--- config.mk ---
export PLATFORM = sky130hd
export DESIGN_NAME = strict_priority_packet_queues_flat
export DESIGN_NICKNAME = d
export VERILOG_FILES = /design/src/sv/spq_pkg.sv /design/src/sv/spq_if.sv /design/src/sv/spq_queue_cell.sv /design/src/sv/strict_priority_packet_queues.sv /design/src/flat_wrapper.sv
export VERILOG_INCLUDE_DIRS = /design/src /design/src/sv
export SDC_FILE = /design/constraint.sdc
export NUM_CORES = 1
export LEC_CHECK = 0
export ABC_AREA = 1
export ABC_CLOCK_PERIOD_IN_PS = 4650
export BUFFER_PORTS_ARGS = -buffer_cell sky130_fd_sc_hd__buf_4
export CAP_MARGIN = 40
export CORE_MARGIN = 5
export CORE_UTILIZATION = 34
export DETAILED_ROUTE_END_ITERATION = 16
export MAX_ROUTING_LAYER = met4
export SLEW_MARGIN = 20
export SYNTH_ARGS = -nofsm -noshare
export SYNTH_HDL_FRONTEND = slang
export SYNTH_SLANG_ARGS = --single-unit
--- constraint.sdc ---
create_clock -name clk -period 4.65 [get_ports clk]
set_input_delay 0.2325 -clock clk [delete_from_list [all_inputs] [get_ports clk]]
set_output_delay 0.2325 -clock clk [all_outputs]
set_load 0.05 [all_outputs]
--- src/sv/strict_priority_packet_queues_assert.svh ---
// Assertion macros shared by the queue scheduler.
`ifndef STRICT_PRIORITY_PACKET_QUEUES_ASSERT_SVH
`define STRICT_PRIORITY_PACKET_QUEUES_ASSERT_SVH
// Implication checked on every rising clock edge outside reset.
`define SPQ_ASSERT_IMP(label, clk, rst_n, ante, cons) \
	label: assert property (@(posedge clk) disable iff (!rst_n) (ante) |-> (cons)) \
		else $error("assertion failed");
// Invariant checked on every rising clock edge outside reset.
`define SPQ_ASSERT_ALWAYS(label, clk, rst_n, expr) \
	label: assert property (@(posedge clk) disable iff (!rst_n) (expr)) \
		else $error("assertion failed");
`endif

--- src/sv/spq_pkg.sv ---
// ----------------------------------------------------------------------------
// spq_pkg
// Shared constants and types of the strict priority packet queues.
// ----------------------------------------------------------------------------
`default_nettype none
package spq_pkg;
	localparam int PRIORITY_LEVELS = 8;
	localparam int QUEUE_DEPTH = 16;
	localparam int MAX_SEND = 64;
	localparam int PW = $clog2(PRIORITY_LEVELS);
	localparam int DW = $clog2(QUEUE_DEPTH);
	localparam int LW = $clog2(QUEUE_DEPTH + 1);

	localparam logic KIND_RECEIVE = 1'b0;
	localparam logic KIND_SEND = 1'b1;

	typedef logic [15:0] id_t;

	typedef struct packed {
		logic kind;
		logic [15:0] packet_id;
		logic [2:0] packet_priority;
		logic [6:0] send_count;
	} in_beat_t;

	typedef struct packed {
		logic [15:0] out_id;
		logic [2:0] out_priority;
		logic last;
	} out_beat_t;

	// Per-cell commands issued by the controller to one queue.
	typedef struct packed {
		logic push;     // append din at the tail
		logic pop;      // remove the head
		logic thin;     // one compaction step
		logic thin_end; // compaction finished, shrink length
	} cell_cmd_t;
endpackage
`default_nettype wire

--- src/sv/spq_if.sv ---
// ----------------------------------------------------------------------------
// spq_if
// Valid/ready channel carrying one payload beat.
// ----------------------------------------------------------------------------
`default_nettype none
interface spq_if #(parameter type T = logic) (input wire logic clk);
	logic valid;
	logic ready;
	T payload;
	modport source (output valid, output payload, input ready);
	modport sink (input valid, input payload, output ready);
endinterface
`default_nettype wire

--- src/sv/spq_queue_cell.sv ---
// ----------------------------------------------------------------------------
// spq_queue_cell
// One priority level: a shift-register FIFO with in-place thinning.
// ----------------------------------------------------------------------------
`default_nettype none
module spq_queue_cell (
	input wire logic clk,
	input wire logic arst_n,
	input wire spq_pkg::cell_cmd_t cmd,
	input wire spq_pkg::id_t din,
	input wire logic [spq_pkg::DW-1:0] thin_k,
	output spq_pkg::id_t head_id,
	output logic [spq_pkg::LW-1:0] len
);
	import spq_pkg::*;

	// Entries shift toward slot 0 on a pop: slot 0 is always the oldest.
	id_t slot_q [QUEUE_DEPTH];
	logic [LW-1:0] len_q;
	logic [DW:0] src;

	assign head_id = slot_q[0];
	assign len = len_q;
	assign src = {thin_k, 1'b0};

	always_ff @(posedge clk) begin
		if (cmd.pop) begin
			for (int i = 0; i < QUEUE_DEPTH - 1; i++) slot_q[i] <= slot_q[i + 1];
		end else if (cmd.push) begin
			slot_q[len_q[DW-1:0]] <= din;
		end else if (cmd.thin) begin
			slot_q[thin_k] <= slot_q[src[DW-1:0]];
		end
	end

	always_ff @(posedge clk or negedge arst_n) begin
		if (!arst_n) begin
			len_q <= '0;
		end else if (cmd.pop) begin
			len_q <= len_q - 1'b1;
		end else if (cmd.push) begin
			len_q <= len_q + 1'b1;
		end else if (cmd.thin_end) begin
			len_q <= LW'((len_q + 1'b1) >> 1);
		end
	end
endmodule
`default_nettype wire

--- src/sv/strict_priority_packet_queues.sv ---
// ----------------------------------------------------------------------------
// strict_priority_packet_queues
// Per-priority packet FIFOs with strict priority dequeue.
// ----------------------------------------------------------------------------
// Usage: items arrive on in_ch (valid/ready). A receive beat (kind 0) appends
// packet_id to the FIFO of packet_priority; a send beat (kind 1) asks for up
// to send_count packets, which leave on out_ch highest priority first and
// oldest first, last set on the final one. A send that finds nothing, or a
// count of zero, produces no output beat.
// A receive into a queue below the limit is accepted and then pushed from
// the pending-push register; when the queue is at the limit it is thinned
// first, one kept entry per cycle, and then pushed. The send rate is set
// by the single output register and the per-cycle priority search over
// the row of queue cells. queue_limit is written through cfg_we/cfg_data;
// the user must write it only while the block is idle, which the block
// itself does not enforce. Reset clears all queue lengths and sets
// queue_limit to 16; no clearing pass is needed. When the receiver stalls,
// the output register holds the beat and the scheduler waits; no packet is
// lost.
// ----------------------------------------------------------------------------
`default_nettype none
`include "strict_priority_packet_queues_assert.svh"
module strict_priority_packet_queues (
	input wire logic clk,
	input wire logic arst_n,
	input wire logic cfg_we,
	input wire logic [4:0] cfg_data,
	spq_if.sink in_ch,
	spq_if.source out_ch
);
	import spq_pkg::*;

	localparam logic [1:0] ST_IDLE = 2'd0;
	localparam logic [1:0] ST_THIN = 2'd1;
	localparam logic [1:0] ST_SEND = 2'd2;

	logic [1:0] state_q;
	logic [4:0] limit_q;
	logic [PW-1:0] prio_q;
	id_t id_q;
	logic [6:0] want_q;
	logic [DW-1:0] k_q;
	out_beat_t obuf_q;
	logic ovalid_q;

	cell_cmd_t cmd [PRIORITY_LEVELS];
	id_t head_id [PRIORITY_LEVELS];
	logic [LW-1:0] len [PRIORITY_LEVELS];

	// A pending push is committed in the cycle after acceptance or thinning.
	logic push_now;
	logic push_q;
	logic push_d;
	assign push_now = push_q;

	in_beat_t ib;
	assign ib = in_ch.payload;

	// Effective limit: zero acts as one, above the depth acts as the depth.
	logic [LW-1:0] lim;
	always_comb begin
		if (limit_q == 5'd0) lim = LW'(1);
		else if ({1'b0, limit_q} > 6'(QUEUE_DEPTH)) lim = LW'(QUEUE_DEPTH);
		else lim = LW'(limit_q);
	end

	// Highest non-empty priority.
	logic any_pkt;
	logic [PW-1:0] top;
	always_comb begin
		any_pkt = 1'b0;
		top = '0;
		for (int p = 0; p < PRIORITY_LEVELS; p++) begin
			if (len[p] != '0) begin
				any_pkt = 1'b1;
				top = PW'(p);
			end
		end
	end

	// Some packet queued at a priority other than the top one.
	logic multi;
	always_comb begin
		multi = 1'b0;
		for (int p = 0; p < PRIORITY_LEVELS; p++) begin
			if (PW'(p) != top && len[p] != '0) multi = 1'b1;
		end
	end

	logic [PW-1:0] in_prio;
	assign in_prio = (int'(ib.packet_priority) >= PRIORITY_LEVELS) ?
		PW'(PRIORITY_LEVELS - 1) : PW'(ib.packet_priority);

	// The input is closed while a push is pending, since the queue length
	// seen by the next receive must already include that push.
	logic obuf_free;
	assign obuf_free = !ovalid_q || out_ch.ready;
	assign in_ch.ready = (state_q == ST_IDLE) && !push_q;

	logic emit;
	assign emit = (state_q == ST_SEND) && obuf_free && any_pkt && (want_q != '0);

	always_comb begin
		for (int p = 0; p < PRIORITY_LEVELS; p++) begin
			cmd[p] = '0;
			if (PW'(p) == prio_q && state_q == ST_THIN) begin
				if ({1'b0, k_q, 1'b0} < {1'b0, len[p]} && k_q != '0) cmd[p].thin = 1'b1;
				else begin
					cmd[p].thin_end = 1'b1;
				end
			end
			if (PW'(p) == top && emit) cmd[p].pop = 1'b1;
		end
	end

	// A receive below the limit pushes right after acceptance; one at the
	// limit pushes right after the compaction has finished.
	assign push_d = ((state_q == ST_IDLE) && in_ch.valid && in_ch.ready &&
		(ib.kind == KIND_RECEIVE) && (len[in_prio] < lim)) ||
		((state_q == ST_THIN) && !cmd[prio_q].thin);

	genvar g;
	generate
		for (g = 0; g < PRIORITY_LEVELS; g++) begin : g_cell
			cell_cmd_t c;
			always_comb begin
				c = cmd[g];
				c.push = (state_q == ST_IDLE) && push_now && (prio_q == PW'(g));
			end
			spq_queue_cell u_cell (
				.clk(clk), .arst_n(arst_n), .cmd(c), .din(id_q),
				.thin_k(k_q), .head_id(head_id[g]), .len(len[g])
			);
		end
	endgenerate

	always_ff @(posedge clk or negedge arst_n) begin
		if (!arst_n) begin
			state_q <= ST_IDLE;
			limit_q <= 5'd16;
			push_q <= 1'b0;
			ovalid_q <= 1'b0;
			want_q <= '0;
			k_q <= '0;
			prio_q <= '0;
		end else begin
			if (cfg_we) limit_q <= cfg_data;
			push_q <= push_d;
			if (emit) ovalid_q <= 1'b1;
			else if (out_ch.ready) ovalid_q <= 1'b0;
			unique case (state_q)
				ST_IDLE: begin
					if (in_ch.valid && in_ch.ready) begin
						if (ib.kind == KIND_RECEIVE) begin
							prio_q <= in_prio;
							if (len[in_prio] >= lim) begin
								k_q <= DW'(1);
								state_q <= ST_THIN;
							end
						end else begin
							want_q <= (int'(ib.send_count) > MAX_SEND) ?
								7'(MAX_SEND) : ib.send_count;
							state_q <= ST_SEND;
						end
					end
				end
				ST_THIN: begin
					if (cmd[prio_q].thin) k_q <= k_q + 1'b1;
					else begin
						state_q <= ST_IDLE;
					end
				end
				ST_SEND: begin
					if (emit) begin
						want_q <= want_q - 1'b1;
						if (want_q == 7'd1 || (len[top] == LW'(1) && !multi)) begin
							state_q <= ST_IDLE;
						end
					end else if (!any_pkt || want_q == '0) begin
						state_q <= ST_IDLE;
					end
				end
				default: state_q <= ST_IDLE;
			endcase
		end
	end

	always_ff @(posedge clk) begin
		if (in_ch.valid && in_ch.ready) id_q <= ib.packet_id;
		if (emit) begin
			obuf_q.out_id <= head_id[top];
			obuf_q.out_priority <= 3'(top);
			obuf_q.last <= (want_q == 7'd1) || (len[top] == LW'(1) && !multi);
		end
	end

	assign out_ch.valid = ovalid_q;
	assign out_ch.payload = obuf_q;

	`SPQ_ASSERT_IMP(a_hold, clk, arst_n, out_ch.valid && !out_ch.ready, ##1 out_ch.valid)
	`SPQ_ASSERT_IMP(a_emit_room, clk, arst_n, emit, obuf_free)
	`SPQ_ASSERT_ALWAYS(a_busy, clk, arst_n, (state_q == ST_IDLE) || !in_ch.ready)
endmodule
`default_nettype wire
--- src/flat_wrapper.sv ---
// flat-port wrapper written by rule: the top's interface ports become plain ports
module strict_priority_packet_queues_flat import spq_pkg::*;
  (clk, arst_n, cfg_we, cfg_data, in_ch_valid, in_ch_payload, in_ch_ready, out_ch_valid, out_ch_payload, out_ch_ready);
  spq_if in_ch_i (.clk(clk));
  spq_if out_ch_i (.clk(clk));
  input wire logic clk;
  input wire logic arst_n;
  input wire logic cfg_we;
  input wire logic [4:0] cfg_data;
  input wire logic [$bits(in_ch_i.valid)-1:0] in_ch_valid;
  input wire logic [$bits(in_ch_i.payload)-1:0] in_ch_payload;
  output wire logic [$bits(in_ch_i.ready)-1:0] in_ch_ready;
  output wire logic [$bits(out_ch_i.valid)-1:0] out_ch_valid;
  output wire logic [$bits(out_ch_i.payload)-1:0] out_ch_payload;
  input wire logic [$bits(out_ch_i.ready)-1:0] out_ch_ready;
  assign in_ch_i.valid = in_ch_valid;
  assign in_ch_i.payload = in_ch_payload;
  assign in_ch_ready = in_ch_i.ready;
  assign out_ch_valid = out_ch_i.valid;
  assign out_ch_payload = out_ch_i.payload;
  assign out_ch_i.ready = out_ch_ready;
  strict_priority_packet_queues u_core (.clk(clk), .arst_n(arst_n), .cfg_we(cfg_we), .cfg_data(cfg_data), .in_ch(in_ch_i), .out_ch(out_ch_i));
endmodule
==> reports/qor.yml, run 1 <==
place:
  gp_congestion: 0.801
  io_buffer_count: 9
  dp_hpwl_um: 1730
  post_dp_cell_area_um2: 1230
clocking:
  cts_tree: "built"
  clk_latency_ns: 0.29
  cts_buffer_depth: 2
  cts_inserted_buffers: 3
  cts.clk_slew.worst_paths_ns: 0.10
  cts_setup_buffers: 0
  cts.sinks: 16
  root_buffer: "clkbuf_4"
  cts_max_level: 1
critical_path:
  required_ns: 4.84
  crit_end: "u_core.k_q[2]"
  slowest_stage: "dfstp_2"
  reg2reg_setup_slack_ns: 2.82
  worstPathMaxFanout: 5
  crit_top_cell: "nand2_1"
  arrival_ns: 2.02
  start_kind: "register"
  max_stage_delay_ns: 0.54
  cp_cell_sequence: "inv_1 > ha_1 > nand2_1 > inv_1 > a21oi_1 > nand3_1 > nand2_2 > nand2_2 > nand2_1 > nand2_1"
  reg2reg_from: "u_core.limit_q[4]"
  critPathKind: "register to register"
  end_kind: "register"
  r2r-end: "u_core.k_q[2]"
  startpoint: "u_core.limit_q[4]"
  worst_r2r_path_depth: 10
sta:
  finClkSkew_ns: 0.00504
  grt_setup_unrepaired: "no"
  fmax_mhz: 546
  hold_viol: 0
  setup_viol: 0
  post-route-period-util: 0.394
  fin_crit_ns: 1.83
  final_max_slew_viol_count: 0
  setup_tns_ns: 0
synthesis:
  syn_avg_cell_area_um2: 7.70
  synth_top_cell_by_area: "dfrtp_1"
  ys_types: 24
  ys_ff_latch: 16
  synth_top_area_frac: 0.331
  syn-cell-area_um2: 1130
  ys_seq_area_frac: 0.355
  ys_warn_count: 0
  synth.area.top_cells: "dfrtp_1, nand2_1, ha_1, nand3_1, inv_1"
  synthCells: 147
worst_hold_path:
  hold_start: "cfg_data[3]"
  holdPathStages: 3
  holdCritPathClass: "primary input to register"
floorplanning:
  die_x_um: 67.7
  core-area_um2: 3280
  io_pins: 14
  fp-row-count: 21
  die_height_um: 67.7
  dieArea_um2: 4580
  initial_utilization: 0.345
finish:
  syn_to_final_growth_pct: 12.8
  nets: 182
  insertedDiodeCount: 0
  stdcell_area_um2: 1280
  fill_cells: 345
  utilization: 0.389
  multi_input_area_um2: 629
  final-seq-area_um2: 402
  layout-drive-gt1-share: 0.158
route:
  wirelength_um: 2240
  route.vias.total: 935
  drtIter0Drc: 31
  wl_per_cell_um: 11.0
  drt-pass1-iter-count: 4
  ant_nets: 0
  viasPerCell: 4.58
  drcViolationCount: 0
status:
  status: "complete, no violations"
grt:
  grt_pass1_vias: 934
  grt_overflow: 0
  grt_max_degree: 17
  grt_usage: 0.119
  antenna_found_initial: 0
  grt_first_pass_wirelength_um: 4030
power_and_ir_drop:
  p_leak_nw: 0.684
  total_power_uw: 679
  power_density_nw_per_um2: 532
  ir_drop_mv: 0.171
flow_run:
  maxCapViolCount: 0
-- per-layer routing --
| layer | global-route usage | part of all wire | vias to the layer above |
|---|---|---|---|
| met2 | 0.198 | 0.47 | 17 |
| met3 | 0.0200 | 0.039 | 5 |
| met5 | - | 0 | - |
| met1 | 0.137 | 0.47 | 426 |
| met4 | 0.0608 | 0.021 | 0 |
| li1 | - | - | 487 |
-- final cells by class --
cell class | instances | share of cell area
clock buffers | 4 | 0.0284
repair buffers | 10 | 0.0607
multi-input cells | 108 | 0.493
flip-flops and latches | 16 | 0.314
well taps | 46 | 0.0451
inverters | 20 | 0.0588
-- cell usage in the layout (no fill, tap or decap) --
cell	Yosys	layout
nand2_1	43	43
nand3_1	21	21
inv_1	19	19
dfrtp_1	15	15
ha_1	12	12
buf_4	2	9
nor2_1	5	5
nand2_2	5	5
xor2_1	4	4
o21ai_0	4	4
a21oi_1	3	3
clkbuf_4	0	3
nand4_1	2	2
conb_1	1	2
nor2_2	1	1
and2_4	1	1
inv_2	1	1
nand4_4	1	1
o21ai_2	1	1
xnor2_1	1	1
mux2_2	1	1
nand3b_1	1	1
clkbuf_8	0	1
dlygate4sd3_1	0	1
dfstp_2	1	1
-- sequential cells by signal, summed over array words and instances, names as in the netlist --
| register | cells |
|---|---|
| u_core.k_q | 4 |
| u_core.limit_q | 5 |
| u_core.g_cell.u_cell.len | 5 |
| u_core.push_now | 1 |
| u_core.state_q | 1 |
-- critical path: cells and delay by family (launching register included) --
family	cells	cell delay [ns]
buffers and inverters	2	0.15
AO/OA/AOI/OAI	1	0.20
flip-flops	1	0.54
adder cells (fa/ha/maj)	1	0.30
AND/OR/NAND/NOR	6	0.53
-- repair_timing --
item | in CTS | in global routing
hold buffers | 1 | 0
hold endpoints to repair | 15 | 0
gates resized for setup | 0 | 0
-- synthesized netlist by cell type --
library cell / n
inv_1: 19
dfstp_2: 1
clkbuf_1: 1
dfrtp_1: 15
ha_1: 12
inv_2: 1
nand2_1: 43
nand3_1: 21
a21oi_1: 3
xnor2_1: 1
nand2_2: 5
nor2_2: 1
nand3b_1: 1
xor2_1: 4
o21ai_2: 1
o21ai_0: 4
conb_1: 1
buf_6: 1
nand4_4: 1
mux2_2: 1
buf_4: 2
and2_4: 1
nor2_1: 5
nand4_1: 2
-- metrics by stage --
stage | hold slack [ns] | std cells | setup WS (ns)
global placement | 0.110 | 199 | 2.92
global route | 0.135 | 204 | 2.70
floorplan | -0.0631 | 148 | 3.06
finish | 0.133 | 204 | 2.82
CTS | 0.129 | 204 | 2.81
detailed placement | 0.112 | 199 | 2.90
-- report_power, final --
group / switching (mW) / total (mW) / internal, mW
clock network: 0.0467 / 0.0945 / 0.0478
logic: 0.227 / 0.359 / 0.132
registers: 0.0519 / 0.225 / 0.173
-- cell families (layout without fill, tap and decap cells) --
group                    after synthesis  count (layout)  synth area share
buffers and inverters                 24              34            0.0928
AO/OA/AOI/OAI                          8               8            0.0387
adder cells (fa/ha/maj)               12              12             0.133
XOR/XNOR                               5               5            0.0387
flip-flops                            16              16             0.355
AND/OR/NAND/NOR                       80              80             0.329
other                                  1               2           0.00331
multiplexers                           1               1           0.00994
-- worst min-delay path by stage --
stage                                           to
global placement                     u_core.k_q[1]
CTS                              u_core.limit_q[3]
floorplan           u_core.g_cell[0].u_cell.len[0]
finish                           u_core.limit_q[3]
global route                     u_core.limit_q[3]
detailed placement                   u_core.k_q[1]
(Power assumes the default switching activity.)
==> run 2: changes to the inputs <==
ABC_CLOCK_PERIOD_IN_PS = 1500   (was 4650)
clock period = 1.5 ns   (was 4.65 ns; I/O delays follow)
==> run 2 against run 1 <==
Effect of this change:
- the flow now finishes with violations (negative setup slack)
- non-clock buffer count grew 30
- sequential cell count stayed put
- sequential share of layout area fell by 8.3 points
==> reports/qor.yml, run 2 (synthesis results as in run 1) <==
status:
  status: "complete, but fails checks"
  violations: "negative setup slack"
place:
  post-place-cells: 212
  gp_congestion: 0.833
  place_ws_ns: -0.182
  post_dp_cell_area_um2: 1360
  io_buffer_count: 9
  dp_hpwl_um: 1910
route:
  viasPerCell: 4.68
  ant_nets: 0
  route.vias.total: 1100
  drcViolationCount: 0
  drtIter0Drc: 63
  drt-pass1-iter-count: 5
  wirelength_um: 2950
  wl_per_cell_um: 12.5
grt:
  grt_pass1_vias: 1069
  grt_first_pass_wirelength_um: 4760
  use_met1: 0.166
  globalRouteMet2Util: 0.238
  grt_overflow: 0
  grt_usage: 0.142
  met3_usage: 0.0216
  top_usage_layer: "met2"
  antenna_found_initial: 0
  grt_max_degree: 17
floorplanning:
  io_pins: 14
  initial_utilization: 0.345
  core-area_um2: 3280
  dieArea_um2: 4580
  die_x_um: 67.7
  fp-row-count: 21
  die_height_um: 67.7
finish:
  syn_to_final_growth_pct: 55.4
  insertedDiodeCount: 0
  stdcell_area_um2: 1760
  multi_input_area_um2: 866
  layout_commonest_cell: "buf_4"
  layout_common_cells: "buf_4, nand2_1, inv_1, nand3_1, nand2_2"
  nets: 213
  fill_cells: 316
  layout-drive-gt1-share: 0.476
  utilization: 0.536
  final-seq-area_um2: 407
  fin_cells: 235
critical_path:
  reg2reg_setup_slack_ns: -0.17
  worst_r2r_path_depth: 10
  end_kind: "register"
  arrival_ns: 1.86
  required_ns: 1.69
  reg2reg_from: "u_core.limit_q[4]"
  r2r-end: "u_core.k_q[0]"
  start_kind: "register"
  crit_end: "u_core.k_q[0]"
  startpoint: "u_core.limit_q[4]"
  worstPathMaxFanout: 5
  critPathKind: "register to register"
sta:
  fin_crit_ns: 1.67
  final_max_slew_viol_count: 0
  finClkSkew_ns: 0.00331
  grt_setup_unrepaired: "yes"
  fmax_mhz: 599
  setup_tns_ns: -0.837
  setup_viol: 7
  setup_ws_ns: -0.170
  hold_viol: 0
  post-route-period-util: 1.11
  whs_ns: 0.160
clocking:
  cts_max_level: 1
  cts_inserted_buffers: 3
  root_buffer: "clkbuf_4"
  cts.clk_slew.worst_paths_ns: 0.10
  cts_buffer_depth: 2
  cts.sinks: 16
  clk_latency_ns: 0.29
  cts_tree: "built"
power_and_ir_drop:
  ir_drop_mv: 0.507
  p_comb_frac: 0.660
  p_int_mw: 1.45
  power.switching_mw: 1.42
  power_density_nw_per_um2: 1630
  power.share.clock: 0.086
  seqPwrFrac: 0.254
  switching_share: 0.495
  p_leak_nw: 0.854
  total_power_mw: 2.86
flow_run:
  maxCapViolCount: 0
worst_hold_path:
  holdCritPathClass: "primary input to register"
==> run 2: cell count changes in the layout (fill, tap and decap cells not counted), moves of 4 or more <==
| cell | delta |
|---|---|
| ha_4 | +7 |
| inv_1 | -6 |
| dlygate4sd3_1 | +6 |
| nand2_4 | +5 |
| dfrtp_2 | +4 |
| nand3_1 | -8 |
| ha_1 | -7 |
| inv_2 | +5 |
| nand3_2 | +6 |
| buf_4 | +22 |
| nand2_2 | +8 |
| nand2_1 | -13 |
| dfrtp_1 | -4 |
==> run 2: worst max-delay path, cell delays in order (launching register included) <==
cell and delay, ns:
dfstp_2 0.57, inv_4 0.06, ha_4 0.27, nand2_2 0.04, inv_2 0.06, nand4_1 0.10
nand3_1 0.12, nand2_2 0.10, buf_6 0.13, nand3_1 0.05, nand2_1 0.06
==> run 2: power groups by stage <==
stage	registers (mW)	logic, mW	clock network [mW]
after floorplan	0.669	0.944	0
after global placement	0.680	1.23	0
after detailed placement	0.685	1.28	0
after CTS	0.704	1.46	0.257
after global routing	0.740	2.09	0.274
final	0.726	1.89	0.246
==> run 2: repair_timing <==
action | in CTS | in global routing
hold buffers | 6 | 1
setup buffers | 4 | 7
pin swaps | 8 | 21
resized for setup | 18 | 30
setup endpoints to repair | 11 | 11
endpoints found under the hold margin | 20 | 1
cloned | 1 | 0
==> run 2: metal layers <==
| layer | vias up | routed length [µm] |
|---|---|---|
| met4 | 0 | 54 |
| li1 | 554 | - |
| met5 | - | 0 |
| met2 | 28 | 1550 |
| met1 | 512 | 1220 |
| met3 | 6 | 119 |
==> run 2: worst min-delay path by stage <==
stage                     slack [ns]                             end        start  cells after the start
after floorplan                -0.22  u_core.g_cell[0].u_cell.len[0]       arst_n                      0
after global placement         -0.05                   u_core.k_q[1]       arst_n                      1
after detailed placement       -0.04                   u_core.k_q[1]       arst_n                      1
after CTS                      0.002               u_core.limit_q[1]  cfg_data[1]                      2
after global routing            0.20                   u_core.k_q[1]       arst_n                      2
final                           0.16                 u_core.push_now  in_ch_valid                      5
==> run 2: final cells by class <==
class                      count  share of cell area
sequential                    16               0.231
timing repair buffer          40               0.185
tap                           46              0.0327
inverter                      20              0.0441
multi-input combinational    109               0.492
clock buffer                   4              0.0149
==> run 3: changes to the inputs <==
ABC_AREA = not set   (was 1)
==> run 3 against run 2 <==
Effect of this change:
- the run still ends with negative setup slack left
- first-iteration DRC count decreased by 59%
- critical path depth shrank 2
- sequential power is 2% higher
- hold slack lost 0.14 ns
- maximum frequency fell by 8.8%
- non-clock buffer count down 4
- critical path type unchanged
- highest routed layer unchanged
==> reports/qor.yml, run 3 <==
synthesis:
  synth_compound_area_frac: 0.179
  synth.mux.area_fraction: 0.0419
  synth-simple-area-share: 0.185
  syn-cell-area_um2: 1070
  ys.flop_type: "dfrtp_1"
  ys_warn_count: 0
  synth_xor_area_frac: 0.0244
  synth.area.top_cells: "dfrtp_1, ha_1, mux2_2, nand2_1, a21oi_1"
  synth-async-reset-ratio: 1.00
  synth_top_family_by_area: "simple AND/OR/NAND/NOR gates"
  synth_top_area_frac: 0.349
  synthAdderAreaFrac: 0.140
  ys_seq_area_frac: 0.374
  syn_avg_cell_area_um2: 9.60
  post-synth-top-count-cell: "dfrtp_1"
  ys_types: 35
  synthCells: 112
  synthTopCellsByCount: "dfrtp_1, ha_1, nand2_1"
  synth_top_cell_by_area: "dfrtp_1"
  synth_edf_count: 0
  ys_ff_latch: 16
sta:
  finClkSkew_ns: 0.0127
  post-route-period-util: 1.22
  setup_viol: 11
  final_max_slew_viol_count: 0
  grt_setup_unrepaired: "yes"
  fin_crit_ns: 1.83
  setup_ws_ns: -0.331
  whs_ns: 0.0159
  hold_viol: 0
  fmax_mhz: 546
grt:
  grt_pass1_vias: 999
  grt_first_pass_wirelength_um: 4380
  grt_max_degree: 17
  antenna_found_initial: 0
  grt_usage: 0.131
  grt_overflow: 0
floorplanning:
  initial_utilization: 0.352
  die_x_um: 66.2
  fp-row-count: 20
  dieArea_um2: 4390
  io_pins: 14
  core-area_um2: 3050
  die_height_um: 66.2
clocking:
  cts_max_level: 1
  cts_inserted_buffers: 3
  clk_latency_ns: 0.30
  cts.sinks: 16
  cts_tree: "built"
  root_buffer: "clkbuf_4"
  cts_buffer_depth: 2
  cts.clk_slew.worst_paths_ns: 0.11
worst_hold_path:
  holdCritPathClass: "primary input to register"
finish:
  fill_cells: 289
  syn_to_final_growth_pct: 48.7
  insertedDiodeCount: 0
  layout_commonest_cell: "buf_4"
  layout_common_cells: "buf_4, dfrtp_1, nand2_1"
  multi_input_area_um2: 783
  final-seq-area_um2: 403
  nets: 175
  layout-drive-gt1-share: 0.470
power_and_ir_drop:
  p_leak_nw: 0.711
  power_density_nw_per_um2: 2080
  total_power_mw: 3.32
  ir_drop_mv: 1.08
place:
  gp_congestion: 0.802
  place_ws_ns: -0.420
  dp_hpwl_um: 1850
  io_buffer_count: 9
critical_path:
  start_kind: "register"
  critPathKind: "register to register"
  arrival_ns: 2.08
  crit_end: "u_core.k_q[2]"
  end_kind: "register"
  startpoint: "u_core.limit_q[1]"
  reg2reg_setup_slack_ns: -0.33
  required_ns: 1.74
  reg2reg_from: "u_core.limit_q[1]"
  worstPathMaxFanout: 4
  r2r-end: "u_core.k_q[2]"
  worst_r2r_path_depth: 8
status:
  violations: "negative setup slack"
  status: "complete, but fails checks"
route:
  viasPerCell: 5.05
  drcViolationCount: 0
  ant_nets: 0
  wl_per_cell_um: 14.1
  drtIter0Drc: 26
  wirelength_um: 2750
  route.vias.total: 984
  drt-pass1-iter-count: 4
flow_run:
  maxCapViolCount: 0
==> run 3: how the worst min path moves through the flow <==
stage	startpoint	end	slack (ns)	depth (start not counted)
after floorplan	arst_n	u_core.g_cell[0].u_cell.len[0]	-0.22	0
after global placement	arst_n	u_core.g_cell[0].u_cell.len[1]	-0.05	1
after detailed placement	arst_n	u_core.g_cell[0].u_cell.len[1]	-0.05	1
after CTS	cfg_data[1]	u_core.limit_q[1]	0.003	2
after global routing	cfg_data[0]	u_core.limit_q[0]	0.0006	2
final	cfg_data[2]	u_core.limit_q[2]	0.02	2
==> run 3: layout make-up <==
cell class,instances,area share
clock buffer,4,0.0227
inverter,9,0.0211
multi-input combinational,86,0.490
sequential,16,0.252
tap,44,0.0345
timing repair buffer,36,0.179
==> run 3: per-stage QoR <==
step | cells | setup TNS, ns | area [µm²] | util
floorplan | 113 | -1.77 | 1100 | -
global placement | 185 | -3.04 | 1360 | 0.446
detailed placement | 185 | -3.39 | 1360 | 0.446
CTS | 192 | -2.23 | 1520 | 0.498
global route | 195 | -3.76 | 1600 | 0.523
finish | 195 | -2.48 | 1600 | 0.523
==> run 3: power breakdown <==
| part | switching (mW) | internal (mW) | total, mW | leakage (nW) |
|---|---|---|---|---|
| Clock | 0.145 | 0.148 | 0.293 | 0.0210 |
| Sequential | 0.163 | 0.576 | 0.739 | 0.194 |
| Combinational | 1.11 | 1.17 | 2.28 | 0.496 |
==> run 3: logic make-up (layout without fill, tap and decap cells) <==
kind of cell	after synthesis	in the layout
simple gates	35	35
compound gates	29	30
flops	16	16
fa+ha+maj	12	12
buf+inv	12	49
mux	4	4
xor+xnor	3	3
other cells	1	2
==> run 3: repair_timing <==
action / in CTS / in global routing
hold buffers: 2 / 0
setup buffers: 1 / 2
endpoints found under the hold margin: 17 / 0
pin swaps: 10 / 5
setup endpoints to repair: 11 / 11
cloned: 0 / 1
resized for setup: 19 / 10
==> run 3: metal layers <==
layer,vias up,global-route usage,wire (µm)
li1,485,-,-
met1,478,0.160,1180
met2,19,0.223,1470
met3,2,0.0187,81
met4,0,0.0406,23
met5,-,-,0
==> run 3: critical path: stages (launching register included) <==
cell and delay, ns:
dfrtp_1 0.40, nor3_2 0.19, nor2_1 0.06, nor2_1 0.13
ha_1 0.28, a2111oi_4 0.34, o21ai_2 0.13, o21ai_2 0.11
a221o_1 0.16
